===== src/srs_pkg.sv =====
// Shared types, codes and constants of the SPI switch register access sequencer.
package srs_pkg;

  // Sizes.
  localparam int MAX_BYTES  = 8;
  localparam int BUF_AW     = $clog2(MAX_BYTES);
  localparam int LEN_W      = 4;
  localparam int CNT_W      = 5;
  localparam int INQ_DEPTH  = 2;
  localparam int OUTQ_DEPTH = 4;

  // SPI opcodes and switch register addresses.
  localparam logic [7:0] SPI_OP_READ    = 8'h60;
  localparam logic [7:0] SPI_OP_WRITE   = 8'h61;
  localparam logic [7:0] SPI_REG_STATUS = 8'hFE;
  localparam logic [7:0] SPI_REG_PAGE   = 8'hFF;
  localparam logic [7:0] SPI_REG_DATA   = 8'hF0;
  localparam logic [7:0] SPI_DUMMY      = 8'h00;
  localparam int         RACK_BIT       = 5;
  localparam int         SPIF_BIT       = 7;

  // Configuration register indexes and reset values.
  localparam logic [1:0] CFG_RD_BUSY_LIM  = 2'd0;
  localparam logic [1:0] CFG_WR_BUSY_LIM  = 2'd1;
  localparam logic [1:0] CFG_ACK_TRIES    = 2'd2;
  localparam logic [CNT_W-1:0] RD_BUSY_RST = 5'd10;
  localparam logic [CNT_W-1:0] WR_BUSY_RST = 5'd20;
  localparam logic [CNT_W-1:0] ACK_TRY_RST = 5'd20;
  localparam logic [CNT_W-1:0] CNT_MAX     = 5'd31;

  // Completion status codes.
  localparam logic [1:0] ST_OK       = 2'd0;
  localparam logic [1:0] ST_BUSY_TMO = 2'd1;
  localparam logic [1:0] ST_ACK_TMO  = 2'd2;

  typedef enum logic [1:0] {
    CMD_READ  = 2'd0,
    CMD_WRITE = 2'd1,
    CMD_LOAD  = 2'd2,
    CMD_RX    = 2'd3
  } cmd_t;

  typedef enum logic [1:0] {
    KIND_TX    = 2'd0,
    KIND_RDATA = 2'd1,
    KIND_DONE  = 2'd2
  } kind_t;

  // One decoded input item.
  typedef struct packed {
    cmd_t              cmd;
    logic [7:0]        page;
    logic [7:0]        offset;
    logic [LEN_W-1:0]  length;
    logic [BUF_AW-1:0] byte_index;
    logic [7:0]        data;
  } item_t;

  // One result item.
  typedef struct packed {
    kind_t      kind;
    logic [7:0] tx_byte;
    logic       frame_start;
    logic       frame_end;
    logic [7:0] read_byte;
    logic [1:0] status;
    logic       last;
  } res_t;

  // Up to two results written into the output queue in one cycle.
  typedef struct packed {
    logic [1:0] n;
    res_t       r0;
    res_t       r1;
  } out_push_t;

  // Configuration write.
  typedef struct packed {
    logic             valid;
    logic [1:0]       index;
    logic [CNT_W-1:0] data;
  } cfg_wr_t;

endpackage


===== src/srs_front.sv =====
// Front end: accepts input items, drops zero-length reads, saturates length, queues items.
module srs_front (
  input  logic                       clk,
  input  logic                       rst_n,
  input  logic                       in_push,
  output logic                       in_full,
  input  logic [1:0]                 in_cmd,
  input  logic [7:0]                 in_page,
  input  logic [7:0]                 in_offset,
  input  logic [srs_pkg::LEN_W-1:0]  in_length,
  input  logic [srs_pkg::BUF_AW-1:0] in_byte_index,
  input  logic [7:0]                 in_data,
  output logic                       q_valid,
  output srs_pkg::item_t             q_item,
  input  logic                       q_pop
);

  localparam int PW = $clog2(srs_pkg::INQ_DEPTH);
  localparam int CW = $clog2(srs_pkg::INQ_DEPTH + 1);

  srs_pkg::item_t  slot_r [srs_pkg::INQ_DEPTH];
  logic [PW-1:0]   wr_ptr_r, wr_ptr_nxt;
  logic [PW-1:0]   rd_ptr_r, rd_ptr_nxt;
  logic [CW-1:0]   cnt_r, cnt_nxt;
  srs_pkg::item_t  dec;
  logic            keep;
  logic            push;

  // Classify the incoming item; a zero-length read has no effect at all.
  always_comb begin
    dec.cmd        = srs_pkg::cmd_t'(in_cmd);
    dec.page       = in_page;
    dec.offset     = in_offset;
    dec.length     = (in_length > srs_pkg::LEN_W'(srs_pkg::MAX_BYTES)) ?
                     srs_pkg::LEN_W'(srs_pkg::MAX_BYTES) : in_length;
    dec.byte_index = in_byte_index;
    dec.data       = in_data;
  end

  assign keep    = !((dec.cmd == srs_pkg::CMD_READ) && (in_length == '0));
  assign in_full = (cnt_r == CW'(srs_pkg::INQ_DEPTH));
  assign push    = in_push && !in_full && keep;
  assign q_valid = (cnt_r != '0);
  assign q_item  = slot_r[rd_ptr_r];

  // Queue pointers and fill count.
  always_comb begin
    wr_ptr_nxt = push  ? wr_ptr_r + PW'(1) : wr_ptr_r;
    rd_ptr_nxt = q_pop ? rd_ptr_r + PW'(1) : rd_ptr_r;
    cnt_nxt    = cnt_r + CW'(push) - CW'(q_pop);
  end

  always_ff @(posedge clk) begin
    if (!rst_n) begin
      wr_ptr_r <= '0;
      rd_ptr_r <= '0;
      cnt_r    <= '0;
    end else begin
      wr_ptr_r <= wr_ptr_nxt;
      rd_ptr_r <= rd_ptr_nxt;
      cnt_r    <= cnt_nxt;
    end
  end

  // Queue storage.
  always_ff @(posedge clk) begin
    if (push) begin
      slot_r[wr_ptr_r] <= dec;
    end
  end

endmodule


===== src/srs_back.sv =====
// Back end: the paged access sequencer, its write buffer and configuration registers.
module srs_back (
  input  logic               clk,
  input  logic               rst_n,
  input  srs_pkg::cfg_wr_t   cfg,
  input  logic               q_valid,
  input  srs_pkg::item_t     q_item,
  output logic               q_pop,
  input  logic               out_room,
  output srs_pkg::out_push_t push
);

  typedef enum logic [2:0] {
    PH_IDLE, PH_POLL, PH_PAGE, PH_OFFS, PH_ACK, PH_RDATA, PH_WDATA
  } phase_t;

  phase_t                       phase_r, phase_nxt;
  logic [3:0]                   fbc_r, fbc_nxt;
  logic [srs_pkg::CNT_W-1:0]    pc_r, pc_nxt;
  logic                         is_wr_r, is_wr_nxt;
  logic [7:0]                   page_r, page_nxt;
  logic [7:0]                   offs_r, offs_nxt;
  logic [srs_pkg::LEN_W-1:0]    len_r, len_nxt;
  logic [1:0]                   err_r, err_nxt;
  logic [srs_pkg::CNT_W-1:0]    rd_lim_r, wr_lim_r, ack_lim_r;
  logic [7:0]                   buf_r [srs_pkg::MAX_BYTES];
  logic                         take;
  logic [7:0]                   d;
  logic [srs_pkg::CNT_W:0]      pc_inc;
  logic                         fail;
  logic [4:0]                   f5;
  logic [4:0]                   len5;
  logic [3:0]                   nxt_idx;

  function automatic srs_pkg::res_t tx_res(input logic [7:0] b, input logic fs,
                                           input logic fe);
    srs_pkg::res_t r;
    r             = '0;
    r.kind        = srs_pkg::KIND_TX;
    r.tx_byte     = b;
    r.frame_start = fs;
    r.frame_end   = fe;
    return r;
  endfunction

  function automatic srs_pkg::res_t done_res(input logic [1:0] st);
    srs_pkg::res_t r;
    r        = '0;
    r.kind   = srs_pkg::KIND_DONE;
    r.status = st;
    return r;
  endfunction

  function automatic srs_pkg::res_t rd_res(input logic [7:0] b, input logic lst);
    srs_pkg::res_t r;
    r           = '0;
    r.kind      = srs_pkg::KIND_RDATA;
    r.read_byte = b;
    r.last      = lst;
    return r;
  endfunction

  // An item is carried out only when the output queue has room for two results.
  assign take    = q_valid && out_room;
  assign q_pop   = take;
  assign d       = q_item.data;
  assign pc_inc  = {1'b0, pc_r} + (srs_pkg::CNT_W + 1)'(1);
  assign f5      = {1'b0, fbc_r};
  assign len5    = {1'b0, len_r};
  assign nxt_idx = fbc_r - 4'd1;

  // Busy poll failure test differs between reads and writes.
  always_comb begin
    if (is_wr_r) begin
      fail = (pc_r > wr_lim_r) || (pc_r == srs_pkg::CNT_MAX);
    end else begin
      fail = !(pc_inc < {1'b0, rd_lim_r});
    end
  end

  // Sequencer next state and results.
  always_comb begin
    phase_nxt = phase_r;
    fbc_nxt   = fbc_r;
    pc_nxt    = pc_r;
    is_wr_nxt = is_wr_r;
    page_nxt  = page_r;
    offs_nxt  = offs_r;
    len_nxt   = len_r;
    err_nxt   = err_r;
    push      = '0;
    if (take && (phase_r == PH_IDLE)) begin
      if ((q_item.cmd == srs_pkg::CMD_READ) || (q_item.cmd == srs_pkg::CMD_WRITE)) begin
        page_nxt  = q_item.page;
        offs_nxt  = q_item.offset;
        len_nxt   = q_item.length;
        is_wr_nxt = (q_item.cmd == srs_pkg::CMD_WRITE);
        pc_nxt    = '0;
        err_nxt   = '0;
        phase_nxt = PH_POLL;
        fbc_nxt   = '0;
        push.n    = 2'd1;
        push.r0   = tx_res(srs_pkg::SPI_OP_READ, 1'b1, 1'b0);
      end
    end else if (take && (q_item.cmd == srs_pkg::CMD_RX)) begin
      push.n = 2'd1;
      unique case (phase_r)
        PH_POLL: begin
          if (fbc_r == 4'd0) begin
            fbc_nxt = 4'd1;
            push.r0 = tx_res(srs_pkg::SPI_REG_STATUS, 1'b0, 1'b0);
          end else if (fbc_r == 4'd1) begin
            fbc_nxt = 4'd2;
            push.r0 = tx_res(srs_pkg::SPI_DUMMY, 1'b0, 1'b1);
          end else if (d[srs_pkg::SPIF_BIT] && !fail) begin
            pc_nxt  = pc_inc[srs_pkg::CNT_W-1:0];
            fbc_nxt = '0;
            push.r0 = tx_res(srs_pkg::SPI_OP_READ, 1'b1, 1'b0);
          end else begin
            if (d[srs_pkg::SPIF_BIT]) begin
              err_nxt = srs_pkg::ST_BUSY_TMO;
            end
            phase_nxt = PH_PAGE;
            fbc_nxt   = '0;
            push.r0   = tx_res(srs_pkg::SPI_OP_WRITE, 1'b1, 1'b0);
          end
        end
        PH_PAGE: begin
          if (fbc_r == 4'd0) begin
            fbc_nxt = 4'd1;
            push.r0 = tx_res(srs_pkg::SPI_REG_PAGE, 1'b0, 1'b0);
          end else if (fbc_r == 4'd1) begin
            fbc_nxt = 4'd2;
            push.r0 = tx_res(page_r, 1'b0, 1'b1);
          end else if (err_r != srs_pkg::ST_OK) begin
            phase_nxt = PH_IDLE;
            fbc_nxt   = '0;
            push.r0   = done_res(err_r);
          end else if (is_wr_r) begin
            phase_nxt = PH_WDATA;
            fbc_nxt   = '0;
            push.r0   = tx_res(srs_pkg::SPI_OP_WRITE, 1'b1, 1'b0);
          end else begin
            phase_nxt = PH_OFFS;
            fbc_nxt   = '0;
            push.r0   = tx_res(srs_pkg::SPI_OP_READ, 1'b1, 1'b0);
          end
        end
        PH_OFFS: begin
          if (fbc_r == 4'd0) begin
            fbc_nxt = 4'd1;
            push.r0 = tx_res(offs_r, 1'b0, 1'b0);
          end else if (fbc_r == 4'd1) begin
            fbc_nxt = 4'd2;
            push.r0 = tx_res(srs_pkg::SPI_DUMMY, 1'b0, 1'b1);
          end else begin
            pc_nxt    = '0;
            phase_nxt = PH_ACK;
            fbc_nxt   = '0;
            push.r0   = tx_res(srs_pkg::SPI_OP_READ, 1'b1, 1'b0);
          end
        end
        PH_ACK: begin
          if (fbc_r == 4'd0) begin
            fbc_nxt = 4'd1;
            push.r0 = tx_res(srs_pkg::SPI_REG_STATUS, 1'b0, 1'b0);
          end else if (fbc_r == 4'd1) begin
            fbc_nxt = 4'd2;
            push.r0 = tx_res(srs_pkg::SPI_DUMMY, 1'b0, 1'b0);
          end else if (fbc_r == 4'd2) begin
            if (d[srs_pkg::RACK_BIT]) begin
              err_nxt = srs_pkg::ST_OK;
              fbc_nxt = 4'd3;
              push.r0 = tx_res(srs_pkg::SPI_DUMMY, 1'b0, 1'b1);
            end else if (pc_inc < {1'b0, ack_lim_r}) begin
              pc_nxt  = pc_inc[srs_pkg::CNT_W-1:0];
              push.r0 = tx_res(srs_pkg::SPI_DUMMY, 1'b0, 1'b0);
            end else begin
              err_nxt = srs_pkg::ST_ACK_TMO;
              fbc_nxt = 4'd3;
              push.r0 = tx_res(srs_pkg::SPI_DUMMY, 1'b0, 1'b1);
            end
          end else if (err_r != srs_pkg::ST_OK) begin
            phase_nxt = PH_PAGE;
            fbc_nxt   = '0;
            push.r0   = tx_res(srs_pkg::SPI_OP_WRITE, 1'b1, 1'b0);
          end else begin
            phase_nxt = PH_RDATA;
            fbc_nxt   = '0;
            push.r0   = tx_res(srs_pkg::SPI_OP_READ, 1'b1, 1'b0);
          end
        end
        PH_RDATA: begin
          if (fbc_r == 4'd0) begin
            fbc_nxt = 4'd1;
            push.r0 = tx_res(srs_pkg::SPI_REG_DATA, 1'b0, 1'b0);
          end else if (fbc_r == 4'd1) begin
            fbc_nxt = 4'd2;
            push.r0 = tx_res(srs_pkg::SPI_DUMMY, 1'b0, (len_r <= 4'd1));
          end else begin
            // Every data byte is reported, then either done or the next clocking byte.
            push.n = 2'd2;
            if (f5 >= len5 + 5'd1) begin
              push.r0   = rd_res(d, 1'b1);
              push.r1   = done_res(srs_pkg::ST_OK);
              phase_nxt = PH_IDLE;
              fbc_nxt   = '0;
            end else begin
              push.r0 = rd_res(d, 1'b0);
              push.r1 = tx_res(srs_pkg::SPI_DUMMY, 1'b0, (f5 == len5));
              fbc_nxt = fbc_r + 4'd1;
            end
          end
        end
        PH_WDATA: begin
          if (fbc_r == 4'd0) begin
            fbc_nxt = 4'd1;
            push.r0 = tx_res(offs_r, 1'b0, (len_r == '0));
          end else if ((f5 >= len5 + 5'd1) || (f5 > 5'(srs_pkg::MAX_BYTES))) begin
            phase_nxt = PH_IDLE;
            fbc_nxt   = '0;
            push.r0   = done_res(srs_pkg::ST_OK);
          end else begin
            fbc_nxt = fbc_r + 4'd1;
            push.r0 = tx_res(buf_r[nxt_idx[srs_pkg::BUF_AW-1:0]], 1'b0, (f5 == len5));
          end
        end
        default: begin
          push.n = 2'd0;
        end
      endcase
    end
  end

  // Sequencer state and configuration registers.
  always_ff @(posedge clk) begin
    if (!rst_n) begin
      phase_r   <= PH_IDLE;
      fbc_r     <= '0;
      pc_r      <= '0;
      is_wr_r   <= 1'b0;
      page_r    <= '0;
      offs_r    <= '0;
      len_r     <= '0;
      err_r     <= '0;
      rd_lim_r  <= srs_pkg::RD_BUSY_RST;
      wr_lim_r  <= srs_pkg::WR_BUSY_RST;
      ack_lim_r <= srs_pkg::ACK_TRY_RST;
    end else begin
      phase_r <= phase_nxt;
      fbc_r   <= fbc_nxt;
      pc_r    <= pc_nxt;
      is_wr_r <= is_wr_nxt;
      page_r  <= page_nxt;
      offs_r  <= offs_nxt;
      len_r   <= len_nxt;
      err_r   <= err_nxt;
      if (cfg.valid) begin
        case (cfg.index)
          srs_pkg::CFG_RD_BUSY_LIM: rd_lim_r  <= cfg.data;
          srs_pkg::CFG_WR_BUSY_LIM: wr_lim_r  <= cfg.data;
          srs_pkg::CFG_ACK_TRIES:   ack_lim_r <= cfg.data;
          default: ;
        endcase
      end
    end
  end

  // Write data buffer, loaded only while idle.
  always_ff @(posedge clk) begin
    if (take && (phase_r == PH_IDLE) && (q_item.cmd == srs_pkg::CMD_LOAD)) begin
      buf_r[q_item.byte_index] <= q_item.data;
    end
  end

  // Idle always leaves the frame byte count cleared.
  a_idle_fbc: assert property (@(posedge clk) disable iff (!rst_n)
    (phase_r == PH_IDLE) |-> (fbc_r == '0))
    else $error("frame byte count not cleared in idle");

  // Two results come only from a read data byte.
  a_two_res: assert property (@(posedge clk) disable iff (!rst_n)
    (push.n == 2'd2) |-> (phase_r == PH_RDATA))
    else $error("two results outside read data phase");

  // Results are only produced for an item that was taken.
  a_res_take: assert property (@(posedge clk) disable iff (!rst_n)
    (push.n != 2'd0) |-> take)
    else $error("result without a taken item");

  // In idle only a start command produces anything.
  a_idle_quiet: assert property (@(posedge clk) disable iff (!rst_n)
    (take && (phase_r == PH_IDLE) && (q_item.cmd != srs_pkg::CMD_READ) &&
     (q_item.cmd != srs_pkg::CMD_WRITE)) |-> (push.n == 2'd0))
    else $error("result from a non-start item in idle");

endmodule


===== src/srs_outq.sv =====
// Result queue: takes up to two results a cycle, hands out one at a time.
module srs_outq (
  input  logic               clk,
  input  logic               rst_n,
  input  srs_pkg::out_push_t push,
  output logic               room,
  output logic               empty,
  output srs_pkg::res_t      head,
  input  logic               pop
);

  localparam int PW = $clog2(srs_pkg::OUTQ_DEPTH);
  localparam int CW = $clog2(srs_pkg::OUTQ_DEPTH + 1);

  srs_pkg::res_t slot_r [srs_pkg::OUTQ_DEPTH];
  logic [PW-1:0] wr_ptr_r, wr_ptr_nxt;
  logic [PW-1:0] rd_ptr_r, rd_ptr_nxt;
  logic [CW-1:0] cnt_r, cnt_nxt;
  logic          deq;

  assign empty = (cnt_r == '0);
  assign room  = (cnt_r <= CW'(srs_pkg::OUTQ_DEPTH - 2));
  assign head  = slot_r[rd_ptr_r];
  assign deq   = pop && !empty;

  // Pointers and fill count.
  always_comb begin
    wr_ptr_nxt = wr_ptr_r + PW'(push.n);
    rd_ptr_nxt = deq ? rd_ptr_r + PW'(1) : rd_ptr_r;
    cnt_nxt    = cnt_r + CW'(push.n) - CW'(deq);
  end

  always_ff @(posedge clk) begin
    if (!rst_n) begin
      wr_ptr_r <= '0;
      rd_ptr_r <= '0;
      cnt_r    <= '0;
    end else begin
      wr_ptr_r <= wr_ptr_nxt;
      rd_ptr_r <= rd_ptr_nxt;
      cnt_r    <= cnt_nxt;
    end
  end

  // Storage: the first result at the write pointer, the second just after it.
  always_ff @(posedge clk) begin
    if (push.n != 2'd0) begin
      slot_r[wr_ptr_r] <= push.r0;
    end
    if (push.n == 2'd2) begin
      slot_r[wr_ptr_r + PW'(1)] <= push.r1;
    end
  end

endmodule


===== src/spi_switch_register_access_sequencer_unit.sv =====
// Top level of the SPI switch register access sequencer.
//
//  channel | direction | handshake         | payload
//  in_     | in        | in_push / in_full | cmd, page, offset, length, byte_index, data
//  out_    | out       | out_pop / out_empty | kind, tx_byte, frame_start, frame_end,
//          |           |                   | read_byte, status, last
//  cfg_    | in        | cfg_valid / cfg_ready | cfg_index, cfg_data
//
// One item per cycle is taken while the input queue is not full; an accepted item goes
// through a two-entry input queue to the sequencer, whose results are registered in a queue.
// The sequencer carries out one item per cycle while the four-entry result queue has
// room for two results; a read data byte yields two results, every other item at most one.
// Reset (synchronous, rst_n low) empties both queues and returns to idle with the default
// poll limits; the write buffer is not cleared. cfg_ready is always high.
module spi_switch_register_access_sequencer_unit (
  input  logic                       clk,
  input  logic                       rst_n,
  input  logic                       in_push,
  output logic                       in_full,
  input  logic [1:0]                 in_cmd,
  input  logic [7:0]                 in_page,
  input  logic [7:0]                 in_offset,
  input  logic [srs_pkg::LEN_W-1:0]  in_length,
  input  logic [srs_pkg::BUF_AW-1:0] in_byte_index,
  input  logic [7:0]                 in_data,
  output logic                       out_empty,
  input  logic                       out_pop,
  output logic [1:0]                 out_kind,
  output logic [7:0]                 out_tx_byte,
  output logic                       out_frame_start,
  output logic                       out_frame_end,
  output logic [7:0]                 out_read_byte,
  output logic [1:0]                 out_status,
  output logic                       out_last,
  input  logic                       cfg_valid,
  output logic                       cfg_ready,
  input  logic [1:0]                 cfg_index,
  input  logic [srs_pkg::CNT_W-1:0]  cfg_data
);

  srs_pkg::item_t     q_item;
  logic               q_valid;
  logic               q_pop;
  srs_pkg::out_push_t push;
  logic               out_room;
  srs_pkg::res_t      head;
  srs_pkg::cfg_wr_t   cfg;

  // Configuration writes are always taken.
  assign cfg_ready = 1'b1;
  assign cfg.valid = cfg_valid;
  assign cfg.index = cfg_index;
  assign cfg.data  = cfg_data;

  srs_front u_front (
    .clk           (clk),
    .rst_n         (rst_n),
    .in_push       (in_push),
    .in_full       (in_full),
    .in_cmd        (in_cmd),
    .in_page       (in_page),
    .in_offset     (in_offset),
    .in_length     (in_length),
    .in_byte_index (in_byte_index),
    .in_data       (in_data),
    .q_valid       (q_valid),
    .q_item        (q_item),
    .q_pop         (q_pop)
  );

  srs_back u_back (
    .clk      (clk),
    .rst_n    (rst_n),
    .cfg      (cfg),
    .q_valid  (q_valid),
    .q_item   (q_item),
    .q_pop    (q_pop),
    .out_room (out_room),
    .push     (push)
  );

  srs_outq u_outq (
    .clk   (clk),
    .rst_n (rst_n),
    .push  (push),
    .room  (out_room),
    .empty (out_empty),
    .head  (head),
    .pop   (out_pop)
  );

  // Result fields.
  assign out_kind        = head.kind;
  assign out_tx_byte     = head.tx_byte;
  assign out_frame_start = head.frame_start;
  assign out_frame_end   = head.frame_end;
  assign out_read_byte   = head.read_byte;
  assign out_status      = head.status;
  assign out_last        = head.last;

endmodule


===== config.mk =====
export PLATFORM = sky130hd
export DESIGN_NAME = spi_switch_register_access_sequencer_unit
export DESIGN_NICKNAME = d
export VERILOG_FILES = /design/src/srs_pkg.sv /design/src/srs_front.sv /design/src/srs_back.sv /design/src/srs_outq.sv /design/src/spi_switch_register_access_sequencer_unit.sv
export SDC_FILE = /design/constraint.sdc
export NUM_CORES = 1
export LEC_CHECK = 0
export ABC_AREA = 1
export ABC_CLOCK_PERIOD_IN_PS = 3400
export BUFFER_PORTS_ARGS = -buffer_cell sky130_fd_sc_hd__buf_2
export CORE_MARGIN = 8
export CORE_UTILIZATION = 47
export CTS_CLUSTER_DIAMETER = 150
export DETAILED_ROUTE_END_ITERATION = 16
export PLACE_DENSITY_LB_ADDON = 0.1
export SLEW_MARGIN = 15
export SYNTH_ARGS = -nofsm -noshare
export SYNTH_HDL_FRONTEND = slang
export SYNTH_SLANG_ARGS = --single-unit

===== constraint.sdc =====
create_clock -name clk -period 3.4 [get_ports clk]
set_clock_uncertainty 0.05 [all_clocks]
set_input_delay 0.68 -clock clk [delete_from_list [all_inputs] [get_ports clk]]
set_output_delay 0.68 -clock clk [all_outputs]
set_load 0.005 [all_outputs]

==> metrics.md <==
| Metric | Value |
|---|---|
| Outcome | `completed` |
| Critical path's largest stage delay | `0.39 ns` |
| Core box area | `26900 um^2` |
| CTS tree | `built` |
| Min Tclk post-route | `2.97 ns` |
| Worst-Skew Late Latency | `0.57 ns` |
| Overflow after GRT | `0` |
| Die area | `32800 um^2` |
| Crit path buf inv count | `4` |
| NumNets Final | `1609` |
| Synth Area per Inst | `8.66 um^2` |
| I/O Pins | `71` |
| Register bit count reported by yosys | `286` |
| H-tree Lvls | `1` |
| Initial antenna violation count | `0` |
| CP cell instances | `inv_1, ha_1, nand2_1, nand2_2, inv_1, nor2_1, nor4_1, o21ai_0, ha_1, inv_1, fa_1, xor2_1, inv_1, nor2_1` |
| Setup violations, final | `0` |
| Worst Setup Start Kind | `flip-flop` |
| Final Wtd Congestion | `0.907` |
| Crit share post-route | `0.873` |
| Post-Syn Area | `12800 um^2` |
| Layout area overhead | `12.3%` |
| Vias | `10000` |
| Post-synth EDFFs | `138` |
| Fin. Hold Viols | `0` |
| Fillers | `2578` |
| Seq pwr share | `0.368` |
| Vias per inst | `5.27` |
| Worst Tran Pin Value | `1.06 ns` |
| Critical Path RT | `3.80 ns` |
| Clk buf depth | `3` |
| Die width | `181 um` |
| Critical path class | `flip-flop to flip-flop` |
| Gate power share | `0.366` |
| CTS clock-pin slew for the worst setup and hold paths | `0.06 ns` |
| Die H | `181 um` |
| Unrepaired setup endpoints after global routing | `false` |
| Share of post-route cells with drive strength above 1 | `0.104` |
| Ys async rst share | `0` |
| Slew HR | `0.292` |
| Seq/Total Area, Yosys | `0.554` |
| Post-layout util | `0.536` |
| Kind of end point of the critical path | `flip-flop` |
| Most used cell, CP | `inv_1` |
| Vias in the first global route | `9611` |
| Number of port buffers | `69` |
| Largest net degree at the start of global routing | `47` |
| Pre-antenna DRT Iters | `5` |
| Antenna-violating nets left | `0` |
| Cell variety after synth | `50` |
| Pwr/cell area | `836 nW/um^2` |
| Net switching fraction of the power | `0.393` |
| Critical Path AT | `3.36 ns` |
| Initial core utilization | `0.477` |
| Internal Power | `7310 uW` |
| First-pass GRT wire length | `51800 um` |
| Ys flop type | `dfxtp_1` |
| Psw | `4730 uW` |
| Routed length per instance | `16.9 um` |
| Drt drc | `0` |
| Gr usage total | `0.192` |
| Cells after Synth | `1481` |
| Fmax | `0.337 GHz` |
| Pins over their slew limit | `0` |
| Family with the most delay on the worst path | `adder cells` |
| Antenna Cells | `0` |
| CTS Sinks | `286` |
| P_leak | `0.00603 uW` |
| Peak supply drop | `426 uV` |
| Clock root cell | `clkbuf_16` |
| CTS resizes | `0` |
| Net count after synthesis | `1559` |
| Hold_buf cts | `0` |
| Final WL | `32100 um` |
| Max-cap viol count | `0` |
| Crit-path slowest cell | `fa_1` |
| Min-delay worst type | `input port to flip-flop` |
| Worst-path maximum fanout | `9` |
| Initial drt markers | `747` |
| Post-CTS Setup Inserts | `0` |
| TritonCTS buffer count | `31` |
| Yosys warnings | `0` |
| Row count | `60` |
| DP HPWL | `21800 um` |
| Clock group share of total power | `0.266` |
| Final TNS setup | `0 ns` |
## cell families (layout without fill, tap and decap cells)
kind of cell | Yosys count | count (layout) | synth area share
compound gates | 287 | 287 | 0.123
flops | 286 | 286 | 0.554
other cells | 1 | 1 | 0.000292
mux | 15 | 15 | 0.0123
fa+ha+maj | 33 | 33 | 0.0328
simple gates | 646 | 646 | 0.208
xor+xnor | 9 | 9 | 0.00614
buf+inv | 204 | 279 | 0.0629
## through the flow
stage	setup slack [ns]	total power, uW	area (um^2)	hold WS, ns	std cells
3_5_place_dp	0.463	8890	13400	0.377	1839
6_report	0.432	12000	14400	0.254	1897
3_3_place_gp	0.495	8860	13400	0.375	1839
5_1_grt	0.126	12900	14400	0.234	1897
2_1_floorplan	0.0466	7440	12800	0.364	1481
4_1_cts	0.437	12100	14400	0.229	1897
## state kept, by name, indices dropped and copies added, names as in the netlist, 4 cells and up, named ones only
name / count
u_front.slot_r: 66
u_back.fbc_r: 4
u_outq.slot_r: 92
u_back.ack_lim_r: 5
u_back.pc_r: 5
u_back.page_r: 8
u_back.wr_lim_r: 5
u_back.offs_r: 8
u_back.len_r: 4
u_back.buf_r: 64
u_back.rd_lim_r: 5
## path summary, 6_finish.rpt
path,slack [ns],cells past startpoint,to,startpoint
worst max-delay path,0.43,14,u_outq.cnt_r[2]$_SDFF_PN0_,u_back.fbc_r[1]$_SDFFE_PN0P_
worst min-delay path,0.25,1,u_front.slot_r[0][27]$_DFFE_PP_,in_page[4]
worst max register to register,0.43,14,u_outq.cnt_r[2]$_SDFF_PN0_,u_back.fbc_r[1]$_SDFFE_PN0P_
worst min register to register,0.39,2,u_outq.slot_r[1][2]$_SDFFE_PP0P_,u_outq.slot_r[1][2]$_SDFFE_PP0P_
## cells in the final DEF, fill, tap and decap left out, drive strengths merged, types with 2 or more instances in the layout
cell,count
nand2,364
nor2,169
o21ai,168
dfxtp,148
edfxtp,138
inv,135
buf,84
nand3,70
a21oi,55
clkbuf,39
o22ai,32
ha,32
nand4,21
clkinv,16
nor3,14
mux2i,9
a211oi,8
o211ai,8
xor2,7
mux2,6
nor4,4
a32o,4
a21boi,3
clkinvlp,3
xnor2,2
nand3b,2
a31o,2
bufinv,2
## synthesized netlist by cell type, drive strengths merged, types with 6 or more instances
master  number  area share
nor3        14      0.0059
nand4       21       0.010
a21oi       55       0.021
o21ai      168       0.066
xor2         7      0.0048
mux2         6      0.0053
ha          32       0.031
inv        133       0.039
clkbuf      44       0.013
nand2      364        0.11
buf         23      0.0098
nand3       70       0.030
mux2i        9      0.0070
o22ai       32       0.016
nor2       169       0.050
edfxtp     138        0.32
o211ai       8      0.0047
dfxtp      148        0.23
a211oi       8      0.0047
## area by class of cell
cell class	count	area, um^2	share of cell area
sequential	286	7110	0.493
timing repair buffer	84	458	0.0318
multi-input combinational	991	4930	0.342
inverter	137	517	0.0359
tap	341	427	0.0296
clock inverter	19	149	0.0103
clock buffer	39	816	0.0566
## power by group through the flow
stage	clock network [uW]	logic [uW]	registers, uW
detailed placement	0	4380	4500
finish	3200	4410	4430
global placement	0	4360	4500
floorplan	0	3080	4350
CTS	3260	4400	4430
global route	3410	4970	4480
## metal layers
| layer | global-route usage | up-vias | share of wire |
|---|---|---|---|
| met2 | 0.309 | 248 | 0.45 |
| met1 | 0.265 | 4626 | 0.47 |
| li1 | - | 5079 | - |
| met4 | 0.0525 | 0 | 0.025 |
| met3 | 0.0287 | 47 | 0.051 |
| met5 | 0 | - | 0 |
(Power assumes the default switching activity.)
